## src/sv/awm_pkg.sv

```systemverilog
package awm_pkg;

  localparam int PAT_MAX_DEF  = 64;
  localparam int ALPHABET_DEF = 256;
  localparam int TABLE_SIZE   = 256;
  localparam int BIN_W        = 8;
  localparam int CNT_W        = 9;
  localparam int TEXT_W       = 32;
  localparam int QUEUE_DEPTH  = 4;

  typedef enum logic [1:0] {
    OP_CLEAR   = 2'd0,
    OP_PATTERN = 2'd1,
    OP_TEXT    = 2'd2
  } opcode_e;

  typedef enum logic [1:0] {
    CMD_CLEAR   = 2'd0,
    CMD_PATTERN = 2'd1,
    CMD_TEXT    = 2'd2
  } cmd_kind_e;

  typedef logic [BIN_W-1:0] bin_t;

  // one classified item handed from the front to the back
  typedef struct packed {
    cmd_kind_e           kind;
    logic                remove;
    bin_t                old_bin;
    bin_t                new_bin;
    logic                emit;
    logic [TEXT_W-1:0]   win_start;
  } cmd_t;

  typedef logic [TABLE_SIZE-1:0][BIN_W-1:0] bin_lut_t;

  // byte -> bin fold, built at elaboration by repeated subtraction
  function automatic bin_lut_t make_bin_lut(int alphabet);
    bin_lut_t lut;
    int       r;
    for (int i = 0; i < TABLE_SIZE; i++) begin
      r = i;
      while (r >= alphabet) begin
        r = r - alphabet;
      end
      lut[i] = BIN_W'(r);
    end
    return lut;
  endfunction

endpackage

```

## src/sv/awm_front.sv

```systemverilog
module awm_front #(
  parameter int PAT_MAX  = awm_pkg::PAT_MAX_DEF,
  parameter int ALPHABET = awm_pkg::ALPHABET_DEF
) (
  input  logic                clk_i,
  input  logic                rst_ni,
  input  logic                in_valid_i,
  output logic                in_ready_o,
  input  logic [1:0]          opcode_i,
  input  logic [7:0]          char_byte_i,
  output logic                cmd_valid_o,
  input  logic                cmd_ready_i,
  output awm_pkg::cmd_t       cmd_o
);

  localparam int PL_W    = $clog2(PAT_MAX + 1);
  localparam int RING_AW = (PAT_MAX > 1) ? $clog2(PAT_MAX) : 1;
  localparam awm_pkg::bin_lut_t BinLut = awm_pkg::make_bin_lut(ALPHABET);

  logic [PL_W-1:0]            plen_q, plen_d;
  logic [RING_AW-1:0]         ptr_q, ptr_d;
  logic [awm_pkg::TEXT_W-1:0] tc_q, tc_d, tc_inc;
  logic                       stage_valid_q, stage_valid_d;
  awm_pkg::cmd_t              stage_q, cmd_new;
  logic                       gen;
  logic                       ring_we;
  logic                       in_fire;
  awm_pkg::bin_t              new_bin;
  awm_pkg::bin_t              ring_q [PAT_MAX];
  awm_pkg::bin_t              ring_rd_q;

  assign in_ready_o = !stage_valid_q || cmd_ready_i;
  assign in_fire    = in_valid_i && in_ready_o;
  assign new_bin    = BinLut[char_byte_i];
  assign tc_inc     = (tc_q != '1) ? tc_q + awm_pkg::TEXT_W'(1) : tc_q;

  always_comb begin
    plen_d            = plen_q;
    ptr_d             = ptr_q;
    tc_d              = tc_q;
    gen               = 1'b0;
    ring_we           = 1'b0;
    cmd_new.kind      = awm_pkg::CMD_CLEAR;
    cmd_new.remove    = 1'b0;
    cmd_new.old_bin   = '0;
    cmd_new.new_bin   = new_bin;
    cmd_new.emit      = 1'b0;
    cmd_new.win_start = tc_inc - awm_pkg::TEXT_W'(plen_q);
    case (awm_pkg::opcode_e'(opcode_i))
      awm_pkg::OP_CLEAR: begin
        plen_d = '0;
        ptr_d  = '0;
        tc_d   = '0;
        gen    = 1'b1;
      end
      awm_pkg::OP_PATTERN: begin
        if (plen_q < PL_W'(PAT_MAX) && tc_q == '0) begin
          plen_d       = plen_q + PL_W'(1);
          gen          = 1'b1;
          cmd_new.kind = awm_pkg::CMD_PATTERN;
        end
      end
      awm_pkg::OP_TEXT: begin
        if (plen_q != '0) begin
          gen            = 1'b1;
          ring_we        = 1'b1;
          cmd_new.kind   = awm_pkg::CMD_TEXT;
          cmd_new.remove = tc_q >= awm_pkg::TEXT_W'(plen_q);
          cmd_new.emit   = tc_inc >= awm_pkg::TEXT_W'(plen_q);
          tc_d           = tc_inc;
          ptr_d          = (PL_W'(ptr_q) + PL_W'(1) == plen_q) ? '0 : ptr_q + RING_AW'(1);
        end
      end
      default: begin
      end
    endcase
  end

  always_comb begin
    if (in_fire) begin
      stage_valid_d = gen;
    end else begin
      stage_valid_d = stage_valid_q && !cmd_ready_i;
    end
  end

  always_ff @(posedge clk_i or negedge rst_ni) begin
    if (!rst_ni) begin
      plen_q        <= '0;
      ptr_q         <= '0;
      tc_q          <= '0;
      stage_valid_q <= 1'b0;
    end else begin
      stage_valid_q <= stage_valid_d;
      if (in_fire) begin
        plen_q <= plen_d;
        ptr_q  <= ptr_d;
        tc_q   <= tc_d;
      end
    end
  end

  always_ff @(posedge clk_i) begin
    if (in_fire && gen) begin
      stage_q <= cmd_new;
    end
  end

  // ring keeps folded bins; read-before-write gives the byte leaving the window
  always_ff @(posedge clk_i) begin
    if (in_fire && ring_we) begin
      ring_rd_q     <= ring_q[ptr_q];
      ring_q[ptr_q] <= new_bin;
    end
  end

  always_comb begin
    cmd_o         = stage_q;
    cmd_o.old_bin = ring_rd_q;
  end

  assign cmd_valid_o = stage_valid_q;

endmodule

```

## src/sv/awm_queue.sv

```systemverilog
module awm_queue (
  input  logic          clk_i,
  input  logic          rst_ni,
  input  logic          push_valid_i,
  output logic          push_ready_o,
  input  awm_pkg::cmd_t push_data_i,
  output logic          pop_valid_o,
  input  logic          pop_ready_i,
  output awm_pkg::cmd_t pop_data_o
);

  localparam int Depth = awm_pkg::QUEUE_DEPTH;
  localparam int AW    = (Depth > 1) ? $clog2(Depth) : 1;
  localparam int CW    = $clog2(Depth + 1);

  awm_pkg::cmd_t   buf_q [Depth];
  logic [AW-1:0]   wptr_q, rptr_q;
  logic [CW-1:0]   count_q;
  logic            push, pop;

  assign push_ready_o = count_q != CW'(Depth);
  assign pop_valid_o  = count_q != '0;
  assign push         = push_valid_i && push_ready_o;
  assign pop          = pop_valid_o && pop_ready_i;
  assign pop_data_o   = buf_q[rptr_q];

  always_ff @(posedge clk_i or negedge rst_ni) begin
    if (!rst_ni) begin
      wptr_q  <= '0;
      rptr_q  <= '0;
      count_q <= '0;
    end else begin
      if (push) begin
        wptr_q <= (wptr_q == AW'(Depth - 1)) ? '0 : wptr_q + AW'(1);
      end
      if (pop) begin
        rptr_q <= (rptr_q == AW'(Depth - 1)) ? '0 : rptr_q + AW'(1);
      end
      count_q <= count_q + CW'(push) - CW'(pop);
    end
  end

  always_ff @(posedge clk_i) begin
    if (push) begin
      buf_q[wptr_q] <= push_data_i;
    end
  end

endmodule

```

## src/sv/awm_back.sv

```systemverilog
module awm_back #(
  parameter int PAT_MAX = awm_pkg::PAT_MAX_DEF
) (
  input  logic                       clk_i,
  input  logic                       rst_ni,
  input  logic                       cmd_valid_i,
  output logic                       cmd_ready_o,
  input  awm_pkg::cmd_t              cmd_i,
  output logic                       out_valid_o,
  input  logic                       out_ready_i,
  output logic                       match_o,
  output logic [awm_pkg::TEXT_W-1:0] window_start_o
);

  localparam int DIFF_W = $clog2(PAT_MAX + 1) + 1;

  typedef logic signed [DIFF_W-1:0] diff_t;

  // issue
  logic                       phase_q, phase_d;
  logic                       pop, issue, room;
  logic                       sub_emit, sub_dec, sub_clear;
  awm_pkg::bin_t              sub_addr;

  // read-modify-write stage
  logic                       s1_valid_q, s1_clear_q, s1_dec_q, s1_emit_q, s1_fresh_q;
  awm_pkg::bin_t              s1_addr_q;
  logic [awm_pkg::TEXT_W-1:0] s1_start_q;
  logic                       s1_wr, s1_clr, s1_push;
  diff_t                      tbl_q [awm_pkg::TABLE_SIZE];
  diff_t                      tbl_rd_q;
  logic [awm_pkg::TABLE_SIZE-1:0] vld_q;
  logic                       vld_rd_q;
  logic                       fw_valid_q;
  awm_pkg::bin_t              fw_addr_q;
  diff_t                      fw_data_q;
  diff_t                      cur, nxt;
  logic [awm_pkg::CNT_W-1:0]  nz_q, nz_d;

  // result buffer
  logic                       obuf_match_q [2];
  logic [awm_pkg::TEXT_W-1:0] obuf_start_q [2];
  logic                       owptr_q, orptr_q;
  logic [1:0]                 ocount_q;
  logic                       out_pop;

  always_comb begin
    pop       = 1'b0;
    phase_d   = phase_q;
    sub_addr  = cmd_i.new_bin;
    sub_dec   = 1'b0;
    sub_emit  = 1'b0;
    sub_clear = 1'b0;
    case (cmd_i.kind)
      awm_pkg::CMD_CLEAR: begin
        sub_clear = 1'b1;
        pop       = 1'b1;
        phase_d   = 1'b0;
      end
      awm_pkg::CMD_PATTERN: begin
        sub_dec = 1'b1;
        pop     = 1'b1;
      end
      awm_pkg::CMD_TEXT: begin
        if (cmd_i.remove && !phase_q) begin
          sub_addr = cmd_i.old_bin;
          sub_dec  = 1'b1;
          phase_d  = 1'b1;
        end else begin
          sub_emit = cmd_i.emit;
          pop      = 1'b1;
          phase_d  = 1'b0;
        end
      end
      default: begin
        pop = 1'b1;
      end
    endcase
  end

  assign out_pop     = out_valid_o && out_ready_i;
  assign s1_push     = s1_valid_q && s1_emit_q;
  assign room        = ({1'b0, ocount_q} + 3'(s1_push) - 3'(out_pop)) <= 3'd1;
  assign issue       = cmd_valid_i && (!sub_emit || room);
  assign cmd_ready_o = issue && pop;

  assign s1_clr = s1_valid_q && s1_clear_q;
  assign s1_wr  = s1_valid_q && !s1_clear_q;

  always_comb begin
    if (s1_fresh_q) begin
      cur = '0;
    end else if (fw_valid_q && fw_addr_q == s1_addr_q) begin
      cur = fw_data_q;
    end else if (vld_rd_q) begin
      cur = tbl_rd_q;
    end else begin
      cur = '0;
    end
    nxt = s1_dec_q ? cur - diff_t'(1) : cur + diff_t'(1);
  end

  always_comb begin
    nz_d = nz_q;
    if (s1_clr) begin
      nz_d = '0;
    end else if (s1_wr) begin
      if (cur == '0 && nxt != '0) begin
        nz_d = nz_q + awm_pkg::CNT_W'(1);
      end else if (cur != '0 && nxt == '0) begin
        nz_d = nz_q - awm_pkg::CNT_W'(1);
      end
    end
  end

  always_ff @(posedge clk_i or negedge rst_ni) begin
    if (!rst_ni) begin
      phase_q    <= 1'b0;
      s1_valid_q <= 1'b0;
      s1_fresh_q <= 1'b0;
      fw_valid_q <= 1'b0;
      vld_q      <= '0;
      nz_q       <= '0;
      owptr_q    <= 1'b0;
      orptr_q    <= 1'b0;
      ocount_q   <= '0;
    end else begin
      if (issue) begin
        phase_q <= phase_d;
      end
      s1_valid_q <= issue;
      s1_fresh_q <= s1_clr;
      fw_valid_q <= s1_wr;
      nz_q       <= nz_d;
      if (s1_clr) begin
        vld_q <= '0;
      end else if (s1_wr) begin
        vld_q[s1_addr_q] <= 1'b1;
      end
      if (s1_push) begin
        owptr_q <= !owptr_q;
      end
      if (out_pop) begin
        orptr_q <= !orptr_q;
      end
      ocount_q <= ocount_q + 2'(s1_push) - 2'(out_pop);
    end
  end

  always_ff @(posedge clk_i) begin
    if (issue) begin
      s1_addr_q  <= sub_addr;
      s1_dec_q   <= sub_dec;
      s1_emit_q  <= sub_emit;
      s1_clear_q <= sub_clear;
      s1_start_q <= cmd_i.win_start;
      tbl_rd_q   <= tbl_q[sub_addr];
      vld_rd_q   <= vld_q[sub_addr];
    end
    if (s1_wr) begin
      tbl_q[s1_addr_q] <= nxt;
      fw_addr_q        <= s1_addr_q;
      fw_data_q        <= nxt;
    end
    if (s1_push) begin
      obuf_match_q[owptr_q] <= nz_d == '0;
      obuf_start_q[owptr_q] <= s1_start_q;
    end
  end

  assign out_valid_o    = ocount_q != '0;
  assign match_o        = obuf_match_q[orptr_q];
  assign window_start_o = obuf_start_q[orptr_q];

endmodule

```

## src/sv/anagram_window_matcher_top.sv

```systemverilog
// Sliding-window anagram search over a byte stream.
// Input channel (in_valid_i/in_ready_o): opcode_i with char_byte_i. A clear
// item starts a new search, pattern items load the pattern, text items follow.
// Output channel (out_valid_o/out_ready_i): one item per text byte once a full
// pattern-length window has been seen, with match_o and window_start_o.
// Path: an accepted text item passes the front stage register, the queue, the
// back end's read-modify-write stage and the result buffer to out_valid_o.
// Once the window is full, a text byte updates two bins of the difference
// table through its single write port, first the bin of the byte leaving the
// window, then its own, so the back end issues it once per bin. The front
// accepts an item every cycle while the queue has room; a 4-entry queue
// decouples it from the table back end, and a 2-entry result buffer sits at
// the output. Reset: table, counts and pattern are empty; no clearing pass
// is needed, as table entries carry valid bits that reset and clear items
// drop at once. Receiver stall: results wait in the buffer, the back end
// stops issuing, the queue fills, then in_ready_o drops.
module anagram_window_matcher_top #(
  parameter int PAT_MAX  = awm_pkg::PAT_MAX_DEF,
  parameter int ALPHABET = awm_pkg::ALPHABET_DEF
) (
  input  logic                       clk_i,
  input  logic                       rst_ni,
  input  logic                       in_valid_i,
  output logic                       in_ready_o,
  input  logic [1:0]                 opcode_i,
  input  logic [7:0]                 char_byte_i,
  output logic                       out_valid_o,
  input  logic                       out_ready_i,
  output logic                       match_o,
  output logic [awm_pkg::TEXT_W-1:0] window_start_o
);

  logic          f_valid, f_ready;
  awm_pkg::cmd_t f_cmd;
  logic          b_valid, b_ready;
  awm_pkg::cmd_t b_cmd;

  awm_front #(
    .PAT_MAX  (PAT_MAX),
    .ALPHABET (ALPHABET)
  ) u_front (
    .clk_i       (clk_i),
    .rst_ni      (rst_ni),
    .in_valid_i  (in_valid_i),
    .in_ready_o  (in_ready_o),
    .opcode_i    (opcode_i),
    .char_byte_i (char_byte_i),
    .cmd_valid_o (f_valid),
    .cmd_ready_i (f_ready),
    .cmd_o       (f_cmd)
  );

  awm_queue u_queue (
    .clk_i        (clk_i),
    .rst_ni       (rst_ni),
    .push_valid_i (f_valid),
    .push_ready_o (f_ready),
    .push_data_i  (f_cmd),
    .pop_valid_o  (b_valid),
    .pop_ready_i  (b_ready),
    .pop_data_o   (b_cmd)
  );

  awm_back #(
    .PAT_MAX (PAT_MAX)
  ) u_back (
    .clk_i          (clk_i),
    .rst_ni         (rst_ni),
    .cmd_valid_i    (b_valid),
    .cmd_ready_o    (b_ready),
    .cmd_i          (b_cmd),
    .out_valid_o    (out_valid_o),
    .out_ready_i    (out_ready_i),
    .match_o        (match_o),
    .window_start_o (window_start_o)
  );

endmodule

```

## config.mk

```make
export PLATFORM = sky130hd
export DESIGN_NAME = anagram_window_matcher_top
export DESIGN_NICKNAME = d
export VERILOG_FILES = /design/src/sv/awm_pkg.sv /design/src/sv/awm_front.sv /design/src/sv/awm_queue.sv /design/src/sv/awm_back.sv /design/src/sv/anagram_window_matcher_top.sv
export SDC_FILE = /design/constraint.sdc
export NUM_CORES = 2
export LEC_CHECK = 0
export BUFFER_PORTS_ARGS = -buffer_cell sky130_fd_sc_hd__buf_2
export CORE_MARGIN = 3
export CORE_UTILIZATION = 45
export CTS_CLUSTER_SIZE = 14
export DETAILED_ROUTE_END_ITERATION = 8
export GPL_TIMING_DRIVEN = 1
export SLEW_MARGIN = 5
export SYNTH_ARGS = -nofsm -noshare
export SYNTH_HDL_FRONTEND = slang
export SYNTH_SLANG_ARGS = --single-unit
```

## constraint.sdc

```tcl
create_clock -name clk_i -period 27.5 [get_ports clk_i]
set_input_delay 5.5 -clock clk_i [delete_from_list [all_inputs] [get_ports clk_i]]
set_output_delay 5.5 -clock clk_i [all_outputs]
set_load 0.05 [all_outputs]
```

==> summary.md <==
| Metric | Value |
|---|---|
| Status | completed |
| Share of cells above drive strength 1 | 8.93% |
| Pre-antenna DRT Iters | 8 |
| Setup TNS | 0 ns |
| TritonCTS clock tree | built |
| Vias per std cell | 5.96 |
| Pwr Density | 132 nW/um2 |
| Antenna-violating nets left | 0 |
| Die ar. | 296,000 um2 |
| Worst setup SP type | input pin |
| Max Cap Viol | 0 |
| Largest stage delay on the critical path | roughly 0.86 ns |
| Top_reg_cell synth | edfxtp_1 |
| Die W | 544 um |
| Clk buf depth | 4 |
| Final core occ | 50.4% |
| RSZ-0062 raised after global routing | false |
| Register area share after synthesis | 74.3% |
| Post-layout min period | ~8.4 ns |
| Least-Margin Pin Slew | 1.40 ns |
| Async SR Flop Fraction | 9.94% |
| Drt wl/cell | between 20 and 30 um |
| Post-Syn Nets | 9,277 |
| Vias | 78,800 |
| First-pass GRT wire length | 510,000 um |
| Buf+Inv Stages, Crit Path | 4 |
| Design area | 145,000 um2 |
| # fillers | 23,900 |
| Met3 wire length | 27,700 um |
| Clock transition at the registers of the reported paths | around 0.06 ns |
| Clock Sinks | 3,280 |
| WL final | 345,000 um |
| Clk root buf | clkbuf_16 |
| #FFs+latches synth | 3,280 |
| CP arrival | approximately 9 ns |
| Final setup violation count | 0 |
| Row count | a little under 200 |
| Resized Gates After CTS | 0 |
| Largest area contributor in the netlist | edfxtp_1 |
| Cell variety after synth | 81 |
| CTS buffer count | 339 |
| Slew Viols, Final | 0 |
| Most frequent cell after synthesis | edfxtp_1 |
| Die Y | about 540 um |
| Worst slew margin | 6.26% |
| Synth top cells by count | edfxtp_1 (2,954), nand2_1 (1,962), nand3_1 (492), nor2_1 (450), mux2i_1 (331) |
| Max Fclk | 119 MHz |
| Synth top area cells | edfxtp_1 (68%), dfrtp_1 (6.3%), nand2_1 (5.6%) |
| Starting density of the core | 45.3% |
| Detailed Place HPWL | 199,000 um |
| Worst path slowest cell | nand2_1 |
| Placed insts | 12,600 |
| Hold Path Class | flip-flop to flip-flop |
| Initial antenna violation count | 8 |
| Initial drt markers | 9,505 |
| Largest delay share family, worst path | simple AND/OR/NAND/NOR gates |
| Synthesized area per cell | ~14 um2 |
| Syn-to-layout area delta | 11.4% |
| EDFF count, synth | approximately 3,000 |
| Endpoint class of the critical path | flip-flop |
| WL met2 | roughly 160,000 um |
| Syn Inst Count | around 9,200 |
| Overflow after GRT | 0 |
| CTS Hold Bufs | 0 |
| Cell Area, Placed | 134,000 um2 |
| Mapped cell area | 130,000 um2 |
| Fin. Hold Viols | 0 |
| RePlAce Congestion | 0.886 |
| Ys Warns | 0 |
| Setup Skew | 0.0893 ns |
| Pleak | about 52 nW |
| Vias in the first global route | 76,100 |
| H-tree lvl count | 5 |
| Total power | 19.1 mW |
| # DRC | 0 |
| Worst-path cell chain | buf_2 > inv_1 > ha_1 > and2_1 > nand3_1 > buf_4 > inv_2 > nand2_1 > nor2_1 |
| Area share of the largest cell type after synthesis | 68.0% |
| WS Path Type | input pin to flip-flop |
| DRT met1 WL | 146,000 um |
| Finished Layout Cells | 13,200 |
| Total GRT Usage | a little under a quarter |
| CP max FO | 34 |
| Postcts setup bufs | 0 |
| # IOs | 49 |
| Floorplan core area | between 200,000 and 300,000 um2 |
| Largest net degree at the start of global routing | 186 |
| Nets | 9,226 |
| VDD IR max | 0.233 mV |
| I/O Buffers | 48 |
| Top sig layer | met5 |
| Clock latency on the worst-skew pair | 0.90 ns |
| Tcrit/Tclk final | 30.5% |
| Critical Path RT | about 28 ns |
-- path summary, 6_finish.rpt --
check	slack (ns)	startpoint	cells after the start	end
max in group asynchronous	20.52	rst_ni	3	u_back.vld_q[96]
worst min-delay path	0.45	u_back.s1_start_q[12]	0	u_back.obuf_start_q[1][12]
min in group asynchronous	4.61	rst_ni	1	u_front.ptr_q[2]
worst max-delay path	19.11	opcode_i[0]	9	u_front.ring_q[49][5]
worst min register to register	0.45	u_back.s1_start_q[12]	0	u_back.obuf_start_q[1][12]
worst max register to register	19.35	u_queue.rptr_q[0]	18	u_back.tbl_rd_q[0]
-- cells by family after synthesis --
kind of cell / after synthesis / share of synthesized area (%)
muxes: 421 / 3.75
xor gates and xnor gates: 81 / 0.550
AOI/OAI and AO/OA: 1480 / 8.17
adders and majority gates: 48 / 0.484
buffers and inverters: 642 / 2.15
and+or+nand+nor: 3263 / 10.6
DFF: 3280 / 74.3
-- layout by cell type, fill, tap and decap left out, types with 135 or more instances in the layout --
cell / count
a21o_1: 260
a221oi_1: 138
a22oi_1: 162
a31oi_1: 224
buf_4: 145
clkbuf_16: 348
dfrtp_1: 324
edfxtp_1: 2954
mux2i_1: 329
nand2_1: 1957
nand3_1: 487
nor2_1: 440
o22ai_1: 135
-- area by class of cell --
class	count	area (um2)	share of cell area, %
Antenna cell	9	22.5	0.0155
Inverter	56	243	0.167
Clock inverter	155	1580	1.09
Timing Repair Buffer	194	1480	1.02
Sequential cell	3280	96900	66.7
Clock buffer	461	9380	6.46
Tap cell	3781	4730	3.26
Multi-Input combinational cell	5293	31000	21.3
-- per-stage QoR --
| stage | hold WS [ns] | setup WS, ns |
|---|---|---|
| 2_1_floorplan | 0.421 | 4.19 |
| 3_5_place_dp | 0.434 | 18.28 |
| 5_1_grt | 0.455 | 18.89 |
| 4_1_cts | 0.443 | 19.21 |
| 3_3_place_gp | 0.424 | 18.34 |
| 6_report | 0.445 | 19.11 |
-- sequential cells by signal, summed over array words and instances, names as in the netlist, 9 cells and up --
register             flops
u_back.vld_q           256
u_back.tbl_q          2048
u_back.obuf_start_q     64
u_front.tc_q            32
u_queue.buf_q          208
u_front.ring_q         512
u_back.nz_q              9
u_front.cmd_o           44
u_back.s1_start_q       32
-- worst register-to-register path, stage by stage (launching register included) --
cell     delay [ns]
dfrtp_4        0.62
buf_4          0.70
mux4_2         0.65
and3b_1        0.20
buf_4          0.20
mux2i_4        0.31
buf_12         0.49
buf_4          0.72
buf_12         0.62
buf_4          0.81
buf_4          0.62
nand2_1        0.12
a32oi_1        0.21
a31oi_1        0.16
o21ai_1        0.33
o21ai_0        0.14
nor2_1         0.54
nand3_1        0.34
nor3_2         0.22
-- routing by layer --
layer | up-vias | track usage [%]
met5 | - | 0
met4 | 4 | 6.75
met3 | 602 | 4.08
met2 | 3355 | 35.8
met1 | 40200 | 32.7
li1 | 34700 | -
-- power by group --
group | leakage (nW) | switching, mW | internal (mW)
Sequential | 31.2 | 0.143 | 7.25
Combinational | 15.2 | 5.51 | 1.68
Clock | 5.38 | 1.88 | 2.67
Note: power is estimated with default switching activity, not from simulation.
